===== src/dtps_pkg.sv =====
// Shared types and codes for the depth-tested pixel store.
// Used by the front end, back end, top level and port checker of the block.
package dtps_pkg;

  // operation codes of an input item
  localparam logic [1:0] OP_WRITE = 2'd0;
  localparam logic [1:0] OP_READ  = 2'd1;
  localparam logic [1:0] OP_CLEAR = 2'd2;

  // configuration register indexes
  localparam logic CFG_ACTIVE_WIDTH  = 1'b0;
  localparam logic CFG_ACTIVE_HEIGHT = 1'b1;

  localparam logic [9:0] DIM_RESET = 10'd512;

  typedef struct packed {
    logic        [1:0]  operation;
    logic signed [11:0] x;
    logic signed [11:0] y;
    logic        [23:0] depth;
    logic        [23:0] color;
  } in_item_t;

  typedef struct packed {
    logic [23:0] read_color;
    logic        written;
    logic        in_range;
  } out_item_t;

  // classified command passed from front end to back end
  typedef struct packed {
    logic [1:0]  operation;
    logic        in_range;
    logic [23:0] depth;
    logic [23:0] color;
  } cmd_t;

  typedef enum logic [1:0] {
    BK_IDLE,
    BK_LOOK,
    BK_CLEAR
  } back_state_t;

endpackage


===== src/dtps_front.sv =====
// Front end: accepts items, checks bounds, computes the flipped store address.
// Depends on dtps_pkg.
module dtps_front import dtps_pkg::*; #(
  parameter int MAX_WIDTH  = 512,
  parameter int MAX_HEIGHT = 512,
  parameter int AW         = 18
) (
  input  logic          clk,
  input  logic          rst,
  input  logic          push,
  output logic          full,
  input  in_item_t      item,
  input  logic [9:0]    active_width,
  input  logic [9:0]    active_height,
  output logic          q_push,
  input  logic          q_ready,
  output cmd_t          q_cmd,
  output logic [AW-1:0] q_addr
);

  localparam int WB = $clog2(MAX_WIDTH + 1);
  localparam int HB = $clog2(MAX_HEIGHT + 1);
  localparam int XB = $clog2(MAX_WIDTH);
  localparam int YB = $clog2(MAX_HEIGHT);

  logic           s1_valid;
  in_item_t       s1;
  logic           s2_valid;
  cmd_t           s2_cmd;
  logic [AW-1:0]  s2_prod;
  logic [XB-1:0]  s2_x;

  logic           s2_ready;
  logic           s1_adv;
  logic           take;
  logic [WB-1:0]  eff_w;
  logic [HB-1:0]  eff_h;
  logic           x_ok;
  logic           y_ok;
  logic [HB-1:0]  row_h;
  logic [YB-1:0]  row;
  logic [YB+WB-1:0] prod;
  cmd_t           cmd;

  assign s2_ready = !s2_valid || q_ready;
  assign s1_adv   = s1_valid && s2_ready;
  assign full     = s1_valid && !s2_ready;
  assign take     = push && !full;

  // dimensions above the store size saturate
  always_comb begin
    eff_w = ({3'b000, active_width} > 13'(MAX_WIDTH)) ? WB'(MAX_WIDTH) : WB'(active_width);
    eff_h = ({3'b000, active_height} > 13'(MAX_HEIGHT)) ? HB'(MAX_HEIGHT)
                                                          : HB'(active_height);
  end

  always_comb begin
    x_ok  = !s1.x[11] && ({1'b0, s1.x[11:0]} < 13'(eff_w));
    y_ok  = !s1.y[11] && ({1'b0, s1.y[11:0]} < 13'(eff_h));
    // image row y is kept at row height-1-y
    row_h = eff_h - HB'(1) - HB'(s1.y[11:0]);
    row   = row_h[YB-1:0];
    prod  = row * eff_w;
    cmd.operation = s1.operation;
    cmd.in_range  = x_ok && y_ok && (s1.operation inside {OP_WRITE, OP_READ});
    cmd.depth     = s1.depth;
    cmd.color     = s1.color;
  end

  always_ff @(posedge clk) begin
    if (rst) begin
      s1_valid <= 1'b0;
      s2_valid <= 1'b0;
    end else begin
      if (take) begin
        s1_valid <= 1'b1;
      end else if (s1_adv) begin
        s1_valid <= 1'b0;
      end
      if (s1_adv) begin
        s2_valid <= 1'b1;
      end else if (q_ready) begin
        s2_valid <= 1'b0;
      end
    end
  end

  always_ff @(posedge clk) begin
    if (take) begin
      s1 <= item;
    end
    if (s1_adv) begin
      s2_cmd  <= cmd;
      s2_prod <= AW'(prod);
      s2_x    <= s1.x[XB-1:0];
    end
  end

  assign q_push = s2_valid;
  assign q_cmd  = s2_cmd;
  assign q_addr = s2_prod + AW'(s2_x);

endmodule


===== config.mk =====
export PLATFORM = sky130hd
export DESIGN_NAME = dtps_front
export DESIGN_NICKNAME = d
export VERILOG_FILES = /design/src/dtps_pkg.sv /design/src/dtps_front.sv
export SDC_FILE = /design/constraint.sdc
export NUM_CORES = 1
export LEC_CHECK = 0
export ABC_AREA = 1
export ABC_CLOCK_PERIOD_IN_PS = 11700
export BUFFER_PORTS_ARGS = -buffer_cell sky130_fd_sc_hd__buf_2
export CORE_AREA = 3 3 163 102
export CTS_CLUSTER_DIAMETER = 200
export DETAILED_ROUTE_END_ITERATION = 6
export DIE_AREA = 0 0 166 105
export GPL_TIMING_DRIVEN = 0
export PLACE_DENSITY = 0.86
export SYNTH_ARGS = -nofsm -noshare
export SYNTH_HDL_FRONTEND = slang
export SYNTH_SLANG_ARGS = --single-unit

===== constraint.sdc =====
create_clock -name clk -period 11.7 [get_ports clk]
set_input_delay 2.34 -clock clk [delete_from_list [all_inputs] [get_ports clk]]
set_output_delay 2.34 -clock clk [all_outputs]
set_load 0.02 [all_outputs]

Word-level counts from Yosys, hierarchy flattened:

Index checks and enable logic that the tools add are counted.

* add/sub/neg operators: 3
* $mul: 1
* order comparisons: 4
* equal/unequal tests: 1
* multiplexer cells: 6
* reductions and logical operators: 17

Operator list (count)
* less-than comparator 12 x 10 -> 1 bit: 2
* greater-than comparator 10 bit, second input constant: 2
* two-way mux 10 bit: 2
* adder 18 x 9 -> 18 bit: 1
* multiplier 9 x 10 -> 18 bit: 1
* subtractor 9 x 1 -> 9 bit, second input constant: 1
* subtractor 9 bit: 1
* logical AND 1 bit: 7
* nonzero test 2 bit: 3
* zero test 1 bit: 5
* two-way mux 1 bit: 4
* equality test 2 x 1 -> 1 bit, second input constant: 1
* zero test 2 bit: 1
* logical OR 1 bit: 1

* register bits after elaboration: 154
* input bits: 98
* word-level logic and storage cells: 45

Longest topological paths before layout:

* depth in word-level cells: 7
* mapped depth: 33

Worst setup path after synthesis:

No wires, ideal clock.

* path kind: input to register
* start: input active_height[1]
* end: register s2_prod[17] (data pin)
* library setup time: 0.252 ns
* data arrival time: 7.522 ns
* required time: 11.448 ns
* path slack: 3.925 ns
* cell stages on the path: 29
* buffers on the path: 0
* cells stage by stage: nor4_1 nand4_1 nand2_1 inv_1 nor2_1 ha_1 inv_1 fa_1 o21ai_2 nand2_1 nand3_1 nand2_2 inv_1 nor2_1 fa_1 inv_1 fa_1 inv_1 fa_1 inv_1 fa_1 inv_1 ha_1 a21oi_1 nand2_1 a21oi_1 o21ai_0 nand3_1 nand2_1

* word-level cells in the longest chain between the ends: 5

Ends and longest elaborated chain
* from (decl): RTL line dtps_front.sv:14 `input logic [9:0] active_height,`
* greater-than comparator 10 bit: RTL line dtps_front.sv:53 `eff_h = ({3'b000, active_height} > 13'(MAX_HEIGHT)) ? HB'(MAX_HEIGHT)`
* two-way mux 10 bit *: RTL line dtps_front.sv:53
* subtractor 9 x 1 -> 9 bit *: RTL line dtps_front.sv:61 `row_h = eff_h - HB'(1) - HB'(s1.y[11:0]);`
* subtractor 9 bit *: RTL line dtps_front.sv:61
* multiplier 9 x 10 -> 18 bit *: RTL line dtps_front.sv:63 `prod = row * eff_w;`
* named net prod[17]: RTL line dtps_front.sv:42 `logic [YB+WB-1:0] prod;`
* to (signal assigned): RTL line dtps_front.sv:94 `s2_prod <= AW'(prod);`
* to (decl): RTL line dtps_front.sv:30 `logic [AW-1:0] s2_prod;`

The timed path passes the listed nets; every way through them passes the cells marked *.
A chain may end at the register's enable or synchronous reset.

Worst setup path after layout:

* start: input active_height[1]
* end: register s2_prod[14] (data pin)

Same word-level chain as after synthesis.

==> key figures <==
Run status
  • Status: complete, no violations

Setup path
  • Critical Path RT: between 10,000 and 15,000 ps
  • R2r worst-path depth: 20
  • Critical path class: primary input to flip-flop
  • CP Max Fanout: 10
  • Crit path launch type: primary input
  • FF-to-FF setup slack: just under 6000 ps
  • Worst Path Arrival: 8580 ps
  • FF-to-FF End: s2_prod[14]
  • Setup crit end kind: flip-flop
  • RR Startpoint: s1[48]

Clock tree
  • Setup repair bufs after CTS: 0
  • Worst skew pair latency: 420 ps
  • CTS buffer count: 17
  • Worst-path clk slew: 60 ps
  • Quantity of hold-fixing buffers added after cts: 0
  • Clk root buf: clkbuf_16
  • Clock sink count: 154
  • Htree depth: 4
  • CTS resizes: 0
  • CTS tree: built
  • Maximum clock path buffer count: 2

Placement
  • Placed cell areas: slightly above 10,000 um^2
  • Worst slack, placed: 2900 ps
  • Port-buffer cells: 167
  • Post-DP HPWL: between 15,000 and 20,000 um
  • GP Congestion: approximately 0.93

Hold path
  • HP Start: cmd[36]
  • Hold/Removal Path Class: flip-flop to flip-flop
  • Hold EP: q_cmd[36]
  • Hold Path Stages: 0

STA
  • Max_slew headroom: 0.320
  • Tcrit/Tclk final: 0.719
  • Setup TNS: 0 ps
  • Slew of the pin with the lowest slew margin: 1010 ps
  • Setup ws final: 3290 ps
  • RSZ-0062 raised after global routing: no
  • Skew final: 8.59 ps
  • Setup Viol. Count Final: 0
  • FMAX: 119 MHz
  • Hold Fails Final Rpt: 0
  • Period minus WS final: 8410 ps
  • Slew Viols, Final: 0

Synthesis
  • #FFs+latches synth: 154
  • Post-synth top area cell: edfxtp_1
  • Ys async rst share: 0
  • Cell Area, Synth: just over 9000 um^2
  • Seq/Total Area, Yosys: 0.508
  • Area share of the largest cell type after synthesis: 0.503
  • Synth top cells by count: inv_1 (165), edfxtp_1 (152), nand2_1 (139)
  • Largest cells by area after synthesis: edfxtp_1 (50%), fa_1 (13%), ha_1 (10%)
  • Synth unique cells: 37
  • Most used DFF post-synth: edfxtp_1
  • Count leader, synth: inv_1
  • Syn_nets: 1,040
  • Post-synthesis instance total: just over 800
  • Syn avg cell area: 11.2 um^2
  • Post-synth EDFFs: around 150
  • Synth warn: 0

Global routing
  • Total track usage: 0.242
  • First-pass GRT wire length: 33,000 um
  • Vias in the first global route: 6,319
  • Grt total ovfl: 0
  • Antenna violations before repair: 0
  • Pin count of the biggest net entering global routing: 75

Layout
  • Layout cell share with drive strength beyond 1: 0.221
  • Area delta synth->final: 19.1%
  • Final Cell Area: around 11,000 um^2
  • Core Util, Final: 0.711
  • Antenna Diode Count: 0
  • Final nets: approximately 1,200

Drt
  • Drt wl/cell: around 17 um
  • WL final: 20,500 um
  • DRC Markers: 0
  • Vias per inst: a little over 5
  • DRT Pass-1 Iters: 5
  • Via Count: 6,255
  • Post-route ant nets: 0
  • Starting DRT DRC Count: 493

Pwr
  • Leak: 5.11 nW
  • Peak VDD IR: roughly 0.14 mV
  • Tot Pwr: 1.94 mW
  • Power Dens Cells: about 180 nW/um^2

Flow run
  • Max cap viols: 0

Floorplan
  • Height of the die: 105 um
  • Die area: 17,400 um^2
  • Number of I/O pins: 169
  • Starting Density: 0.597
  • Core area: 15,200 um^2
  • Chip width: ~170 um
  • Rows: 35
power by group:
part	total [mW]	internal, mW	switching (mW)
Sequential	0.702	0.677	0.0249
Clock	0.545	0.319	0.226
Combinational	0.688	0.250	0.438
Total	1.94	1.25	0.689
state kept, by name, summed over array words and instances, names as in the netlist:
signal	count
s2_x	9
q_push	1
s1	24
q_cmd	51
s1_valid	1
s2_prod	18
cmd	50
worst max-delay path, cell delays in order:
cell and delay (ps):
buf_2 110, nor4_1 300, nand4_1 140, nand2_1 190
inv_1 110, nor2_1 160, ha_1 210, inv_1 60
fa_1 410, xnor2_1 830, nand2_1 200, fa_1 580
inv_1 50, fa_1 500, inv_1 60, fa_1 460
fa_1 580, inv_1 50, ha_1 350, a21oi_1 210
o21ai_1 150, a31oi_1 230, nor2_1 70, nor2_1 130
xor2_1 80
how the worst max path moves through the flow:
stage | from | endpoint
6_report | active_height[1] | s2_prod[14]
5_1_grt | active_height[1] | s2_prod[14]
4_1_cts | active_height[1] | s2_prod[14]
3_5_place_dp | active_height[1] | s2_prod[14]
3_3_place_gp | active_height[1] | s2_prod[14]
2_1_floorplan | active_height[1] | s2_prod[17]
layout by cell type (no fill, tap or decap), drive strengths merged:
| cell type | n |
|---|---|
| a21oi | 34 |
| bufinv | 2 |
| clkinv | 5 |
| clkbuf | 19 |
| edfxtp | 152 |
| o21bai | 1 |
| buf | 170 |
| inv | 177 |
| nor4 | 1 |
| nand3b | 1 |
| o21a | 1 |
| dfxtp | 2 |
| a22oi | 1 |
| clkinvlp | 1 |
| nor2 | 83 |
| o211ai | 1 |
| xnor2 | 13 |
| nor3 | 6 |
| ha | 73 |
| a31oi | 2 |
| o21ai | 17 |
| or2 | 2 |
| nand3 | 14 |
| nand4 | 8 |
| a21o | 5 |
| nand2 | 142 |
| fa | 58 |
| xor2 | 19 |
| a21boi | 1 |
| o2111ai | 1 |
final cells by class:
cell class | count | area [um^2]
Clock buffer | 18 | 429
Multi-Input combinational cell | 484 | 3820
Sequential cell | 154 | 4600
Inverter | 171 | 644
Buffer | 2 | 15.0
Timing Repair Buffer | 169 | 876
Fill cell | 1082 | 4390
Tap cell | 203 | 254
Clock inverter | 14 | 161
through the flow:
step	std cells	hold slack, ps
after global routing	1215	424
after detailed placement	1183	405
after CTS	1215	416
final	1215	415
after global placement	1181	400
after floorplan	811	400
metal layers:
metal,part of all wire,track usage,vias to the layer above
li1,-,-,2991
met1,0.46,0.346,2987
met2,0.44,0.368,260
met3,0.091,0.0798,17
met4,0.0073,0.0445,0
met5,0,0,-
kinds of logic (layout without fill, tap and decap cells):
group | count (synthesis) | count (layout) | synth area share
xor gates and xnor gates | 32 | 32 | 0.0317
and+or+nand+nor | 257 | 257 | 0.118
adders and majority gates | 131 | 131 | 0.229
AOI/OAI and AO/OA | 64 | 64 | 0.0410
DFF | 154 | 154 | 0.508
buffers and inverters | 173 | 374 | 0.0724
Power figures use the tool's default switching activity.
