### src/dtps_queue.sv
// Short register FIFO that decouples the front end from the back end.
// No dependencies.
module dtps_queue #(
  parameter int WIDTH = 69,
  parameter int DEPTH = 4
) (
  input  logic             clk,
  input  logic             rst,
  input  logic             in_valid,
  output logic             in_ready,
  input  logic [WIDTH-1:0] in_data,
  output logic             out_valid,
  input  logic             out_pop,
  output logic [WIDTH-1:0] out_data
);

  localparam int PB = $clog2(DEPTH);

  logic [WIDTH-1:0] slots [DEPTH];
  logic [PB-1:0]    wr_ptr;
  logic [PB-1:0]    rd_ptr;
  logic [PB:0]      count;
  logic             do_push;
  logic             do_pop;

  assign in_ready  = (count != (PB+1)'(DEPTH));
  assign out_valid = (count != '0);
  assign do_push   = in_valid && in_ready;
  assign do_pop    = out_pop && out_valid;
  assign out_data  = slots[rd_ptr];

  always_ff @(posedge clk) begin
    if (rst) begin
      wr_ptr <= '0;
      rd_ptr <= '0;
      count  <= '0;
    end else begin
      if (do_push) begin
        wr_ptr <= (wr_ptr == PB'(DEPTH - 1)) ? '0 : wr_ptr + PB'(1);
      end
      if (do_pop) begin
        rd_ptr <= (rd_ptr == PB'(DEPTH - 1)) ? '0 : rd_ptr + PB'(1);
      end
      if (do_push && !do_pop) begin
        count <= count + (PB+1)'(1);
      end else if (do_pop && !do_push) begin
        count <= count - (PB+1)'(1);
      end
    end
  end

  always_ff @(posedge clk) begin
    if (do_push) begin
      slots[wr_ptr] <= in_data;
    end
  end

endmodule

### config.mk
export PLATFORM = sky130hd
export DESIGN_NAME = dtps_queue
export DESIGN_NICKNAME = d
export VERILOG_FILES = /design/src/dtps_queue.sv
export SDC_FILE = /design/constraint.sdc
export NUM_CORES = 1
export LEC_CHECK = 0
export BUFFER_PORTS_ARGS = -buffer_cell sky130_fd_sc_hd__buf_2
export CORE_ASPECT_RATIO = 1.2
export CORE_MARGIN = 2
export CORE_UTILIZATION = 35
export DETAILED_ROUTE_END_ITERATION = 10
export GPL_ROUTABILITY_DRIVEN = 0
export GPL_TIMING_DRIVEN = 0
export PLACE_DENSITY_LB_ADDON = 0.12
export SYNTH_ARGS = -nofsm -noshare
export SYNTH_HDL_FRONTEND = slang
export SYNTH_SLANG_ARGS = --single-unit
### constraint.sdc
create_clock -name clk -period 2.9 [get_ports clk]
set_clock_uncertainty 0.1 [all_clocks]
set_input_delay 0.29 -clock clk [delete_from_list [all_inputs] [get_ports clk]]
set_output_delay 0.29 -clock clk [all_outputs]
set_load 0.02 [all_outputs]
-- Word-level counts from Yosys, hierarchy flattened
Memory sizes are Yosys's and may differ from the RTL's. A register that Yosys moved wholly into a read port is not among the register bits.
Index checks and enable logic that the tools add are counted.
- register bits after elaboration: 7
- bits in latches: 0
- bits in writable memories: 276
- memory bits (read-only): 0
- input bits: 73
- word-level logic and storage cells: 27
- memories kept: 1
- memory list (memory ; depth ; width ; read ports ; clocked after Yosys merged registers in ; write ports ; RTL line ; text):
    slots ; 4 ; 69 ; 1 ; 1 ; 1 ; 19 ; logic [WIDTH-1:0] slots [DEPTH];
- $add $sub $neg: 4
- $mul: 0
- div/mod/pow operators: 0
- magnitude comparators: 0
- eq/ne operators: 3
- shifts and indexed selects: 0
- mux-type cells: 8
- bitwise operators: 0
- reductions and logical operators: 8
- operators with widths (kind ; number):
    2-bit two-way mux ; 4
    3-bit two-way mux ; 2
    2-bit by 1-bit adder with 2-bit output (second input constant) ; 2
    2-bit equality test (second input constant) ; 2
    1-bit logical AND ; 4
    3-bit by 1-bit adder with 3-bit output (second input constant) ; 1
    3-bit != test (second input constant) ; 1
    3-bit nonzero test ; 1
    3-bit by 1-bit subtractor with 3-bit output (second input constant) ; 1
    1-bit zero test ; 2
    1-bit two-way mux ; 2
    2-bit nonzero test ; 1

-- Logic depth before layout (Yosys ltp)
Gate-level depths: netlist (run 1).
- depth in word-level cells: 6
- depth in mapped cells: 9
- gate-level depth less buffers: 8

-- Worst setup path after synthesis (run 1)
OpenSTA, ideal clock, no wires.
- path type: register to register
- start point: register count[0]
- end point: register count[2]
- data arrival time: 2.119 ns
- required time: 2.730 ns
- setup slack: 0.611 ns
- cell stages (with the launch flop): 8
- clock period less this slack: 2.289 ns
- path through: dfxtp_1 o31ai_1 ha_1 inv_1 fa_1 xor2_1 or3_2 a21oi_1
- cells in the longest elaborated chain, start to end: 5
- ends and longest elaborated chain (element ; RTL line ; text):
    start, declared ; 22 ; logic [PB:0] count;
    start signal, assigned ; 45 ; count <= count + (PB+1)'(1);
    start signal, assigned ; 47 ; count <= count - (PB+1)'(1);
    parallel branches: the longest is 5 deep, another holds 3-bit by 1-bit subtractor with 3-bit output ; - ;
Several ways; the timed one is not identified. The select of a mux whose other input is x is not followed.
A chain may end at the register's enable or synchronous reset.

-- Worst setup path in the final report (run 1)
Same ends and word-level chain as after synthesis.

==> reports/metrics.csv, run 1 <==
stage,metric,value,unit
outcome,status,"finished, final reports clean",
min_path,worstHoldPathType,primary input to register,
floorplan,dieHeight,193,microns
detailed_routing,vias_per_cell,4.69,
timing,hold_slack,0.0777,ns
timing,rsz0062_at_grt,no,
floorplan,coreArea,29400,sq um
place,pre_cts_ws,0.290,ns
timing,slew_viol_final,0,
critical_path,path_buf_inv,1,
critical_path,cp_cell_sequence,o31ai_1 > ha_1 > inv_1 > fa_1 > xor2_1 > or3_2 > a21oi_1,
clock_tree,clk_pin_slew,0.06,ns
yosys,netlist_instances,409,
yosys,yosysWarnings,0,
yosys,synth_mux_area_frac,0.152,
floorplan,die_area,31200,sq um
timing,setup_viol,0,
timing,fin_ws,0.257,ns
timing,final.period_utilization,0.911,
global_route,grt_pass1_vias,5499,
critical_path,criticalPathCategory,register to register,
final_layout,mostFrequentLayoutCell,edfxtp_1,
yosys,synthSimpleGateAreaFrac,0.0102,
power,ir_drop,0.445,mV
clock_tree,clock_path_buffers,3,
final_layout,drive_gt1_frac,0.396,
critical_path,cp.depth,7,
yosys,synth_ff_type,edfxtp_1,
yosys,synth_cell_type_count,25,
yosys,syn_nets,489,
detailed_routing,ant_nets,0,
clock_tree,cts_tree,yes,
place,numPortBuffers,142,
clock_tree,clk_latency,0.54,ns
yosys,synth.avg_cell_area,25.5,sq um
final_layout,diodes,0,
timing,hold_viol_final,0,
clock_tree,cts_buffers,29,
job,maxCapViolCount,0,
power,leakagePower,4.49,nW
detailed_routing,finalWirelength,20200,microns
timing,final.min_clock_period,2.64,ns
yosys,yosysSeqAreaShare,0.812,
global_route,grt_usage,0.129,
floorplan,initial_utilization,0.354,
critical_path,arrival,2.99,ns
final_layout,fin_util,0.451,
detailed_routing,vias,4999,
yosys,async_reset_ff_frac,0,
floorplan,std_cell_rows,69,
critical_path,required,3.24,ns
critical_path,reg2regPathDepth,7,
global_route,grt_pass1_wl,30800,microns
clock_tree,cts-resized-gates,0,
place,dp_cells,945,
yosys,syn_area,10400,sq um
final_layout,final_cell_mix,"276 x edfxtp_1, 150 x buf_2, 70 x dlygate4sd3_1",
yosys,synthAdderAreaFrac,0.00912,
timing,clock.fmax,378,MHz
min_path,min_delay_path_depth,2,
critical_path,crit_fanout,5,
critical_path,setup.worst_path.end_class,register,
yosys,synth-seq-cells,285,
yosys,synth_xor_area_frac,0.00168,
final_layout,final-instance-count-excl-fill,1065,
critical_path,critical_path.top_delay_family,compound AO/OA/AOI/OAI gates,
critical_path,crit_path_start_kind,register,
detailed_routing,drt_pass1_iterations,5,
floorplan,ioPinCount,144,
power,p_per_area,829,nW/um^2
yosys,synth_top_family_by_area,multiplexers,
final_layout,layout.nets,736,
floorplan,die_width,162,microns
yosys,synth_compound_area_frac,0.00336,
global_route,grt_max_degree,46,
detailed_routing,drtIter0Drc,118,
clock_tree,cts_hold_buffers,70,
timing,worst_pin_slew,0.787,ns
timing,relSlewSlack,0.476,
global_route,antenna_found_initial,1,
place,place_hpwl,12300,microns
clock_tree,cts_root_buf,clkbuf_16,
clock_tree,htree_levels,1,
timing,finalSetupTns,0,ns
clock_tree,post_cts_buffers,0,
critical_path,cp_slowest_stage_delay,0.57,ns
critical_path,critPathSlowestCell,o31ai_1,
global_route,overflow,0,
detailed_routing,drcViolationCount,0,
final_layout,area_growth,27.4,%
detailed_routing,wire_per_inst,19.0,microns
clock_tree,cts_sinks,285,
yosys,synth_edf_count,276,
==> worst paths after layout <==
path / from / end / slack [ns]
worst max-delay path: count[0] / count[2] / 0.26
worst min-delay path: rst / count[0] / 0.08
worst max register to register: count[0] / count[2] / 0.26
worst min register to register: rd_ptr[0] / rd_ptr[0] / 0.41
==> per-layer routing <==
layer	up-vias	share of wire	global-route usage
li1	2247	-	-
met1	2596	0.39	0.155
met2	120	0.53	0.235
met3	34	0.053	0.0267
met4	2	0.020	0.0364
met5	-	0.00064	0
==> cells by family after synthesis <==
group / after synthesis
flops: 285
mux: 72
buf+inv: 21
simple gates: 17
fa+ha+maj: 7
compound gates: 5
xor+xnor: 2
==> per-stage QoR <==
| step | total power [mW] | instance area, sq um |
|---|---|---|
| after global placement | 7.68 | 11600 |
| final | 11.0 | 13300 |
| after CTS | 11.2 | 13300 |
| after detailed placement | 7.78 | 11700 |
| after floorplan | 6.87 | 10400 |
| after global routing | 11.5 | 13300 |
==> power breakdown <==
| part | internal (mW) | leakage, nW | switching, mW | total (mW) |
|---|---|---|---|---|
| sequential | 4.99 | 2.60 | 0.108 | 5.10 |
| clock | 1.92 | 0.404 | 1.41 | 3.33 |
| combinational | 1.10 | 1.48 | 1.48 | 2.58 |
==> final cells by class <==
| class | count | area, sq um |
|---|---|---|
| Buffer | 18 | 108 |
| Clock buffer | 40 | 767 |
| Clock inverter | 10 | 70.1 |
| Fill cell | 2537 | 16200 |
| Inverter | 3 | 11.3 |
| Multi-Input combinational cell | 103 | 1850 |
| Sequential cell | 285 | 8470 |
| Tap cell | 390 | 488 |
| Timing Repair Buffer | 216 | 1520 |
==> sequential cells by signal, summed over array words and instances, names as in the netlist, named ones only <==
name and count:
wr_ptr 2, rd_ptr 2, slots 276, count 3
==> Yosys cell counts (2+ instances only) <==
master    count  area (sq um)
buf_2         8          40.0
clkbuf_1      6          22.5
edfxtp_1    276          8290
nand2b_1      2          12.5
mux4_2       69          1550
mux2i_1       3          30.0
or3_2         2          15.0
a21oi_1       2          10.0
ha_1          6          75.1
xor2_1        2          17.5
buf_6         4          45.0
dfxtp_1       9           180
nor2_1        3          11.3
and3_2        4          30.0
inv_1         3          11.3
Power figures use the tool's default switching activity.
==> inputs of run 2 (changes only) <==
--- a/config.mk
+++ b/config.mk
@@ -6,8 +6,7 @@
 export NUM_CORES = 1
 export LEC_CHECK = 0
 export BUFFER_PORTS_ARGS = -buffer_cell sky130_fd_sc_hd__buf_2
-export CORE_ASPECT_RATIO = 1.2
-export CORE_MARGIN = 2
+export CORE_ASPECT_RATIO = 2
 export CORE_UTILIZATION = 35
 export DETAILED_ROUTE_END_ITERATION = 10
 export GPL_ROUTABILITY_DRIVEN = 0
==> reports/metrics.csv, run 2 (synthesized netlist as in run 1, its figures left out) <==
stage,metric,value,unit,change
power,leakagePower,4.50,nW,+0.39%
timing,worst_pin_slew,0.728,ns,-0.0590 ns
final_layout,final_cell_mix,"276 x edfxtp_1, 150 x buf_2, 71 x dlygate4sd3_1",,
detailed_routing,wire_per_inst,20.1,microns,+6.2%
min_path,worstHoldPathType,primary input to register,,
clock_tree,cts_root_buf,clkbuf_16,,
global_route,grt_pass1_wl,32100,microns,+4.3%
final_layout,drive_gt1_frac,0.406,,+0.0107
critical_path,crit_path_start_kind,register,,
power,ir_drop,0.512,mV,+15%
power,p_sw_frac,0.275,,+0.00198
floorplan,dieHeight,246,microns,+27%
place,numPortBuffers,142,,unchanged
outcome,status,"finished, final reports clean",,
power,p_sw,3.05,mW,+1.5%
clock_tree,clock_path_buffers,3,,unchanged
power,comb_power_share,0.235,,about the same
power,seqPwrFrac,0.459,,-0.004
timing,rsz0062_at_grt,no,,
clock_tree,post_cts_buffers,0,,unchanged
timing,final.period_utilization,0.917,,+0.00553
power,p_int,8.04,mW,+0.46%
final_layout,layout.nets,734,,-0.27%
final_layout,largest_reg_flops,276,,unchanged
final_layout,mostFrequentLayoutCell,edfxtp_1,,
global_route,antenna_found_initial,1,,unchanged
place,place_area,11700,sq um,-0.28%
place,place_hpwl,12900,microns,+5.5%
clock_tree,clk_pin_slew,0.06,ns,about the same
global_route,grt_usage,0.143,,+0.0139
detailed_routing,finalWirelength,20900,microns,+3.4%
final_layout,area_growth,27.3,%,about the same
detailed_routing,vias_per_cell,4.79,,+2.1%
detailed_routing,drcViolationCount,0,,unchanged
clock_tree,htree_levels,1,,unchanged
critical_path,ff2ff_setup_slack,0.24,ns,-0.02 ns
power,p_per_area,835,nW/um^2,+0.83%
final_layout,reg_top3,"slots: 276 flops, count: 3 flops",,
clock_tree,cts_sinks,285,,unchanged
floorplan,die_area,30500,sq um,-2.1%
timing,finalSetupTns,0,ns,unchanged
floorplan,initial_utilization,0.355,,+0.000497
final_layout,regMostFlops,slots,,
detailed_routing,drt_pass1_iterations,6,,+1
global_route,grt_pass1_vias,5698,,+3.6%
floorplan,std_cell_rows,89,,+29%
critical_path,setup.worst_path.end_class,register,,
job,maxCapViolCount,0,,unchanged
clock_tree,cts_tree,yes,,
clock_tree,cts_buffers,26,,-10%
timing,slew_viol_final,0,,unchanged
floorplan,die_width,124,microns,-23%
timing,final.min_clock_period,2.66,ns,+0.0160 ns
floorplan,coreArea,29400,sq um,-0.14%
critical_path,crit_fanout,5,,unchanged
floorplan,ioPinCount,144,,unchanged
critical_path,criticalPathCategory,register to register,,
timing,clock.fmax,376,MHz,-0.60%
timing,relSlewSlack,0.515,,+0.0394
global_route,overflow,0,,unchanged
critical_path,required,3.26,ns,+0.02 ns
detailed_routing,drtIter0Drc,268,,+130%
critical_path,arrival,3.02,ns,+0.03 ns
final_layout,fin_area,13300,sq um,about the same
timing,hold_viol_final,0,,unchanged
power,pwr-share-clk,0.306,,+0.004
timing,setup_viol,0,,unchanged
clock_tree,clk_latency,0.53,ns,about the same
detailed_routing,ant_nets,0,,unchanged
global_route,grt_max_degree,40,,-13%
detailed_routing,vias,4968,,-0.62%
==> run 2: cell types whose count changed in the layout (fill, tap and decap cells not counted), sizes merged <==
cell         change
diode            +1
clkinv           +2
bufinv           +1
dlygate4sd3      +1
clkbuf           -6
inv              -1
==> run 2: power groups by stage <==
stage	logic (mW)	clock network [mW]	registers [mW]
global placement	2.50	0	5.18
floorplan	1.71	0	5.16
finish	2.60	3.39	5.09
CTS	2.70	3.51	5.10
detailed placement	2.61	0	5.19
global route	2.84	3.63	5.13
==> run 2: per-stage QoR <==
| step | util | setup slack [ns] | hold slack (ns) | power, mW | cells |
|---|---|---|---|---|---|
| finish | 0.452 | 0.241 | 0.0923 | 11.1 | 1037 |
| global route | 0.452 | 0.0439 | 0.139 | 11.6 | 1037 |
| CTS | 0.451 | 0.198 | 0.0616 | 11.3 | 1036 |
| detailed placement | 0.399 | 0.252 | 0.399 | 7.80 | 919 |
| global placement | 0.394 | 0.0579 | 0.391 | 7.68 | 915 |
| floorplan | - | 0.611 | 0.289 | 6.87 | 409 |
==> run 2: final timing paths <==
path	from	end	cells after the start
worst max-delay path	count[0]	count[2]	7
worst max register to register	count[0]	count[2]	7
worst min-delay path	out_pop	register	4
worst min register to register	rd_ptr[0]	register	2
==> run 2: cell type report <==
class / count / area [sq um]
inverter: 3 / 11.3
clock buffer: 34 / 732
multi-input combinational: 103 / 1850
sequential: 285 / 8470
buffer: 18 / 108
antenna: 1 / 2.50
timing repair buffer: 217 / 1530
clock inverter: 12 / 113
tap: 364 / 455
fill: 2616 / 16100
==> run 2: worst max-delay path: stages (launching register included) <==
cell     delay (ns)
dfxtp_1        0.37
o31ai_1        0.57
ha_1           0.32
inv_1          0.07
fa_1           0.40
xor2_1         0.19
or3_2          0.41
a21oi_1        0.16
==> run 2: layer usage <==
metal,vias to the layer above,share of wire,track usage
met3,30,0.041,0.0227
met4,0,0.022,0.0487
li1,2245,-,-
met1,2588,0.36,0.156
met5,-,0,0
met2,105,0.57,0.271
==> run 2: what timing repair did <==
| item | 4_1_cts | 5_1_grt |
|---|---|---|
| resized for setup | 0 | 0 |
| hold endpoints to repair | 278 | 0 |
| hold buffers | 71 | 0 |
| setup endpoints to repair | 0 | 0 |
